[src/design/spp_pkg.sv]
// Shared opcodes, mark classes and fixed-point constants for the scatter point plotter.
`timescale 1ns / 1ps
`default_nettype none

package spp_pkg;

  // Item opcodes; code 3 is unused and answers with a zero pixel.
  typedef enum logic [1:0] {
    OP_PLOT  = 2'd0,
    OP_READ  = 2'd1,
    OP_CLEAR = 2'd2
  } op_t;

  // Mark classes; codes 5..7 leave the pixel as it is.
  localparam logic [2:0] CLS_BORDER  = 3'd0;
  localparam logic [2:0] CLS_DENSITY = 3'd1;
  localparam logic [2:0] CLS_BLUE    = 3'd2;
  localparam logic [2:0] CLS_GREEN   = 3'd3;
  localparam logic [2:0] CLS_RED     = 3'd4;

  // Q2.14 coordinates.
  localparam int Q_FRAC = 14;
  localparam int Q_ONE  = 16384;

  localparam logic [7:0] BYTE_FULL = 8'hFF;

endpackage

`default_nettype wire

[src/design/spp_axis_map.sv]
// One axis of the coordinate mapper: scale, truncate and clamp to a pixel index.
`timescale 1ns / 1ps
`default_nettype none

module spp_axis_map import spp_pkg::*; #(
  parameter int LIMIT      = 400,
  parameter int HALF_SCALE = 200,
  parameter int IDX_W      = 9
) (
  input  logic                clk,
  input  logic signed [16:0]  offset,  // coordinate shifted by one, Q3.14
  output logic [IDX_W-1:0]    idx
);

  localparam int SCALE_W = $clog2(HALF_SCALE + 1);
  localparam int PROD_W  = 16 + SCALE_W;

  logic [PROD_W-1:0] prod;
  logic [31:0]       quo;

  // stage 1: non-positive offsets map to index zero
  always_ff @(posedge clk) begin
    if (!offset[16] && (offset != 17'sd0)) begin
      prod <= PROD_W'(offset[15:0]) * PROD_W'(HALF_SCALE);
    end else begin
      prod <= '0;
    end
  end

  assign quo = 32'(prod >> Q_FRAC);

  // stage 2: clamp to the last index
  always_ff @(posedge clk) begin
    if (quo >= 32'(LIMIT)) begin
      idx <= IDX_W'(LIMIT - 1);
    end else begin
      idx <= quo[IDX_W-1:0];
    end
  end

endmodule

`default_nettype wire

[config.mk]
export PLATFORM = sky130hd
export DESIGN_NAME = spp_axis_map
export DESIGN_NICKNAME = d
export VERILOG_FILES = /design/src/design/spp_pkg.sv /design/src/design/spp_axis_map.sv
export SDC_FILE = /design/constraint.sdc
export NUM_CORES = 1
export LEC_CHECK = 0
export BUFFER_PORTS_ARGS = -buffer_cell sky130_fd_sc_hd__buf_4
export CAP_MARGIN = 20
export CORE_MARGIN = 2
export CORE_UTILIZATION = 43
export DETAILED_ROUTE_END_ITERATION = 6
export PLACE_DENSITY = 0.64
export SLEW_MARGIN = 20
export SYNTH_ARGS = -nofsm -noshare
export SYNTH_HDL_FRONTEND = slang
export SYNTH_SLANG_ARGS = --single-unit
[constraint.sdc]
create_clock -name clk -period 4.87 [get_ports clk]
set_input_delay 0.487 -clock clk [delete_from_list [all_inputs] [get_ports clk]]
set_output_delay 0.487 -clock clk [all_outputs]
set_load 0.02 [all_outputs]
==> results of run 1 <==
==> worst max-delay path by stage <==
stage / from / endpoint / depth (start not counted)
floorplan: offset[4] / prod[23]$_SDFF_PN0_ / 12
global placement: offset[10] / prod[21]$_SDFF_PN0_ / 14
detailed placement: offset[10] / prod[21]$_SDFF_PN0_ / 14
CTS: offset[10] / prod[21]$_SDFF_PN0_ / 14
global route: offset[10] / prod[21]$_SDFF_PN0_ / 14
finish: offset[10] / prod[21]$_SDFF_PN0_ / 14
==> cell type report <==
type | count | area [um^2] | share of cell area, %
Inverter | 60 | 225 | 9.10
Clock buffer | 4 | 45.0 | 1.82
Timing Repair Buffer | 27 | 203 | 8.19
Sequential cell | 19 | 380 | 15.4
Tap cell | 67 | 83.8 | 3.39
Multi-Input combinational cell | 159 | 1540 | 62.1
==> worst register-to-register path, stage by stage (launching register included) <==
cell     delay (ps)
dfxtp_1         300
or3_1           360
a31oi_1         400
and2_1          190
==> registers in the layout, summed over array words and instances, names as in the netlist <==
register,flops
prod,10
idx,9
==> routing by layer <==
metal / vias up / share of wire (%) / track usage, % / routed length (um)
met4: 0 / 0.23 / 2.38 / 8
li1: 846 / - / - / -
met1: 695 / 53 / 19.7 / 1850
met5: - / 0 / 0 / 0
met2: 24 / 44 / 21.5 / 1530
met3: 2 / 2.3 / 0.402 / 81
==> synth_stat cells, drive strengths merged <==
| cell type | count |
|---|---|
| inv | 60 |
| ha | 58 |
| dfxtp | 19 |
| nor2 | 14 |
| a21oi | 11 |
| fa | 10 |
| nand2 | 10 |
| o21ai | 6 |
| nand4 | 5 |
| nor3 | 5 |
| xnor2 | 5 |
| a211oi | 4 |
| nand2b | 4 |
| and2 | 3 |
| o21a | 3 |
| mux2 | 2 |
| o21bai | 2 |
| o22ai | 2 |
| o311a | 2 |
| or2 | 2 |
| a2111oi | 1 |
| a211o | 1 |
| a21boi | 1 |
| a221o | 1 |
| a22oi | 1 |
| a31oi | 1 |
| clkbuf | 1 |
| nand3 | 1 |
| o221ai | 1 |
| o31ai | 1 |
| or3 | 1 |
| xor2 | 1 |
==> cells by family (layout without fill, tap and decap cells) <==
| logic type | after synthesis | after routing |
|---|---|---|
| adder cells (fa/ha/maj) | 68 | 68 |
| buffers and inverters | 61 | 91 |
| AND/OR/NAND/NOR | 45 | 45 |
| AO/OA/AOI/OAI | 38 | 38 |
| flip-flops | 19 | 19 |
| XOR/XNOR | 6 | 6 |
| multiplexers | 2 | 2 |
==> stage by stage <==
step	utilization, %	worst slack [ps]
floorplan	-	1720
global placement	51.1	1390
detailed placement	51.1	1410
CTS	52.0	1640
global route	52.0	1470
finish	52.0	1640
==> where the power goes <==
part,switching (mW),internal [mW]
Clock,0.0428,0.0578
Sequential,0.0126,0.210
Combinational,0.254,0.207
Total,0.310,0.474
==> impl_metrics.yaml, run 1 <==
layout:
  insertedDiodeCount: 0
  layout_common_cells: "inv_1 (58), ha_1 (58), buf_4 (27)"
  final_cell_count_no_fill: 336
  finalNetCount: 356
  syn2layout_area_growth_pct: 15.3
  design_area_mm2: 0.00247
  fillerInstances: 482
  drive_gt1_share_pct: 16.4
worst_setup_path:
  crit_path_max_incr_delay_ps: 500
  reg2reg_from: "prod[20]$_SDFF_PN0_"
  reg2reg_setup_slack_ps: 3570
  cp_top_family: "adder cells"
  crit_slowest_cell: "fa_1"
  worstPathRequired_ps: 5000
  r2r-end: "idx[4]$_SDFF_PP0_"
  worst_setup_path_end_kind: "flop"
  cp_max_fo: 6
  rr_worst_depth: 3
  path_cells: "buf_4 > inv_1 > ha_1 > ha_1 > inv_1 > fa_1 > inv_1 > ha_1 > nand4_1 > o22ai_1 > a211oi_2 > nand2_1 > o31ai_1 > mux2_1"
  arrival_ps: 3360
  cp-start-kind: "input port"
  worstSetupPathType: "input port to flop"
  path_buf_inv: 4
floorplan:
  rows: 25
  ios: 27
  die_x_um: 74.6
  die_h_um: 74.6
  core_mm2: 0.00475
  start_util_pct: 45.1
  dieArea_mm2: 0.00557
synthesis:
  ys_ff_latch: 19
  synthTopCellsByArea: "ha_1 (34%), dfxtp_1 (18%), inv_1 (10%)"
  netlist_instances: 239
  synth-compound-area-share_pct: 14.1
  synth_xor_area_share_pct: 2.45
  syn-cell-area_mm2: 0.00215
  synth_top_area_share_pct: 33.8
  muxShareOfSynthArea_pct: 1.22
  syn-num-nets: 325
  ys_seq_area_share_pct: 17.7
  synth_top_area_cell: "ha_1"
  avgSynthCellArea_um2: 8.98
  synth_top_family_by_area: "adder cells"
  synth-adder-area-share_pct: 43.1
  yosys.area_share.simple_pct: 10.7
  yosysWarnings: 0
  yosysUniqueCellTypes: 41
clocking:
  cts_max_level: 1
  clock_latency_ps: 240
  post_cts_resized: 0
  postCtsSetupBuffers: 0
  clkTransAtPathRegs_ps: 60
  cts_buffers: 3
  clock_sink_count: 19
  root_buffer: "clkbuf_8"
  ctsHoldBuffers: 0
  cts_tree: "built"
  max-clock-path-buffers: 2
timing:
  fin_skew_ps: 4.94
  timing.fmax_ghz: 0.310
  hold_ws_ps: 406
  tightest_slew_ps: 459
  min_period_over_period_pct: 66.3
  setup_viol: 0
  rsz0062_at_grt: "false"
  period_minus_slack_ps: 3230
  report.final.slew_viol_count: 0
  slew_headroom_pct: 69.2
  hold_viol_final: 0
  tns_ps: 0
min_path:
  hp-class: "flop to flop"
  hp-start: "prod[14]$_SDFF_PN0_"
  hold-path-cell-count: 1
  whs_endpoint: "idx[0]$_SDFF_PP1_"
place:
  place_congestion: 0.821
  port_buffers: 26
  dpl.hpwl_mm: 3.16
  dp_cells: 332
  place_area_mm2: 0.00243
grt:
  grt_pass1_vias: 1396
  grt_start_max_net_pins: 13
  antenna_found_initial: 0
  grt_pass1_wl_mm: 5.89
  grt_overflow: 0
  grt_usage_pct: 13.2
detailed_routing:
  vias_per_cell: 4.66
  routedWlPerCell_um: 10.3
  vias: 1567
  ant_nets: 0
  drt_iter0_markers: 26
  wirelength_mm: 3.46
  drc: 0
  drtPass1Iterations: 4
status:
  status: "finished clean"
flow_run:
  maxCapViolCount: 0
power:
  ir_worst_vdd_uv: 191
  leakagePower_nw: 1.35
  total_power_mw: 0.784
  powerDensity_mw_per_mm2: 317
No activity file was read; power rests on OpenSTA's default activity.
==> inputs of run 2 (changes only) <==
- clock period: 4.87 -> 3.36 ns (I/O delays scaled with it)
==> run 2 against run 1 <==
  * Total power increased by 45%
  * Cell count increased by 0.30%
  * Global-route usage up 0.73 points
  * Design area is 0.30% higher
  * Critical path depth decreased by 1
  * Clock skew is 4.1 ps lower
  * Wire length increased by 3.2%
  * Via count rose by 0.19%
  * Utilization up 0.16 points
  * Sequential share of layout area barely moved
  * Register-to-register slack got worse by 1500 ps
  * Sequential cell count unchanged
  * Largest cell class unchanged
==> impl_metrics.yaml, run 2 (synthesis results as in run 1) <==
status:
  status: "finished clean"
clocking:
  max-clock-path-buffers: 2
  cts_buffers: 3
  postCtsSetupBuffers: 0
  clock_sink_count: 19
  cts_tree: "built"
  root_buffer: "clkbuf_8"
  cts_max_level: 1
  post_cts_resized: 0
  clkTransAtPathRegs_ps: 60
  clock_latency_ps: 240
  ctsHoldBuffers: 0
layout:
  fillerInstances: 472
  design_area_mm2: 0.00248
  largest_reg_flops: 10
  finalNetCount: 357
  final_util_pct: 52.2
  reg_top3: "prod (10), idx (9)"
  largest_register: "prod"
  final_cell_count_no_fill: 337
  layout_common_cells: "inv_1 (58), ha_1 (58), buf_4 (28)"
  drive_gt1_share_pct: 16.7
  syn2layout_area_growth_pct: 15.6
  insertedDiodeCount: 0
detailed_routing:
  vias: 1570
  routedWlPerCell_um: 10.6
  drt_iter0_markers: 27
  wirelength_mm: 3.58
  ant_nets: 0
  drtPass1Iterations: 4
  drc: 0
  vias_per_cell: 4.66
power:
  total_power_mw: 1.14
  powerDensity_mw_per_mm2: 460
  leakagePower_nw: 1.36
  ir_worst_vdd_uv: 210
worst_setup_path:
  cp-start-kind: "input port"
  worstPathRequired_ps: 3490
  worst_setup_path_end_kind: "flop"
  worstSetupPathType: "input port to flop"
  reg2reg_from: "prod[20]$_SDFF_PN0_"
  cp_max_fo: 6
  arrival_ps: 3210
  reg2reg_setup_slack_ps: 2060
  timing.critical_path.from: "offset[9]"
grt:
  grt_start_max_net_pins: 13
  grt_overflow: 0
  grt_pass1_wl_mm: 6.15
  antenna_found_initial: 0
  grt_pass1_vias: 1483
  grt_usage_pct: 13.9
timing:
  hold_ws_ps: 407
  setup_viol: 0
  period_minus_slack_ps: 3080
  fin_ws_ps: 283
  timing.fmax_ghz: 0.325
  slew_headroom_pct: 68.8
  tns_ps: 0
  fin_skew_ps: 0.793
  hold_viol_final: 0
  tightest_slew_ps: 466
  min_period_over_period_pct: 91.6
  rsz0062_at_grt: "false"
  report.final.slew_viol_count: 0
floorplan:
  ios: 27
  die_h_um: 74.6
  start_util_pct: 45.1
  die_x_um: 74.6
  rows: 25
  core_mm2: 0.00475
  dieArea_mm2: 0.00557
place:
  place_area_mm2: 0.00244
  place_congestion: 0.821
  port_buffers: 26
  pre_cts_ws_ps: 42.1
  dp_cells: 333
  dpl.hpwl_mm: 3.22
flow_run:
  maxCapViolCount: 0
min_path:
  hp-class: "flop to flop"
  hp-start: "prod[15]$_SDFF_PN0_"
## run 2: final cells by class
| cell class | instances | area (um^2) | share of cell area, % |
|---|---|---|---|
| well taps | 67 | 83.8 | 3.38 |
| multi-input cells | 159 | 1540 | 61.9 |
| clock buffers | 4 | 45.0 | 1.82 |
| inverters | 60 | 225 | 9.08 |
| flip-flops and latches | 19 | 380 | 15.3 |
| repair buffers | 28 | 210 | 8.47 |
## run 2: routing by layer
metal	share of wire [%]	vias up	routed length (um)	track usage, %
met4	0.36	0	13	3.57
met1	51	686	1810	19.1
met2	46	31	1650	23.9
met5	0	-	0	0
met3	2.9	2	104	0.937
li1	-	851	-	-
## run 2: critical path, cell delays in order
cell      delay (ps)
buf_4            120
ha_1             290
ha_1             290
inv_1             60
fa_1             500
inv_1             50
ha_1             370
a21oi_1          190
o22ai_1          130
a211oi_2         180
nand2_1          110
o31ai_1          240
mux2_1           350
## run 2: path summary, 6_finish.rpt
path / to / depth (start not counted)
hold / removal: idx[1]$_SDFF_PP1_ / 1
setup / recovery: prod[21]$_SDFF_PN0_ / 13
hold reg to reg: idx[1]$_SDFF_PP1_ / 1
setup reg to reg: idx[4]$_SDFF_PP0_ / 3
## run 2: where the power goes
| group | internal [mW] | switching (mW) |
|---|---|---|
| Combinational | 0.302 | 0.371 |
| Clock | 0.0838 | 0.0614 |
| Sequential | 0.304 | 0.0177 |
| Total | 0.690 | 0.450 |
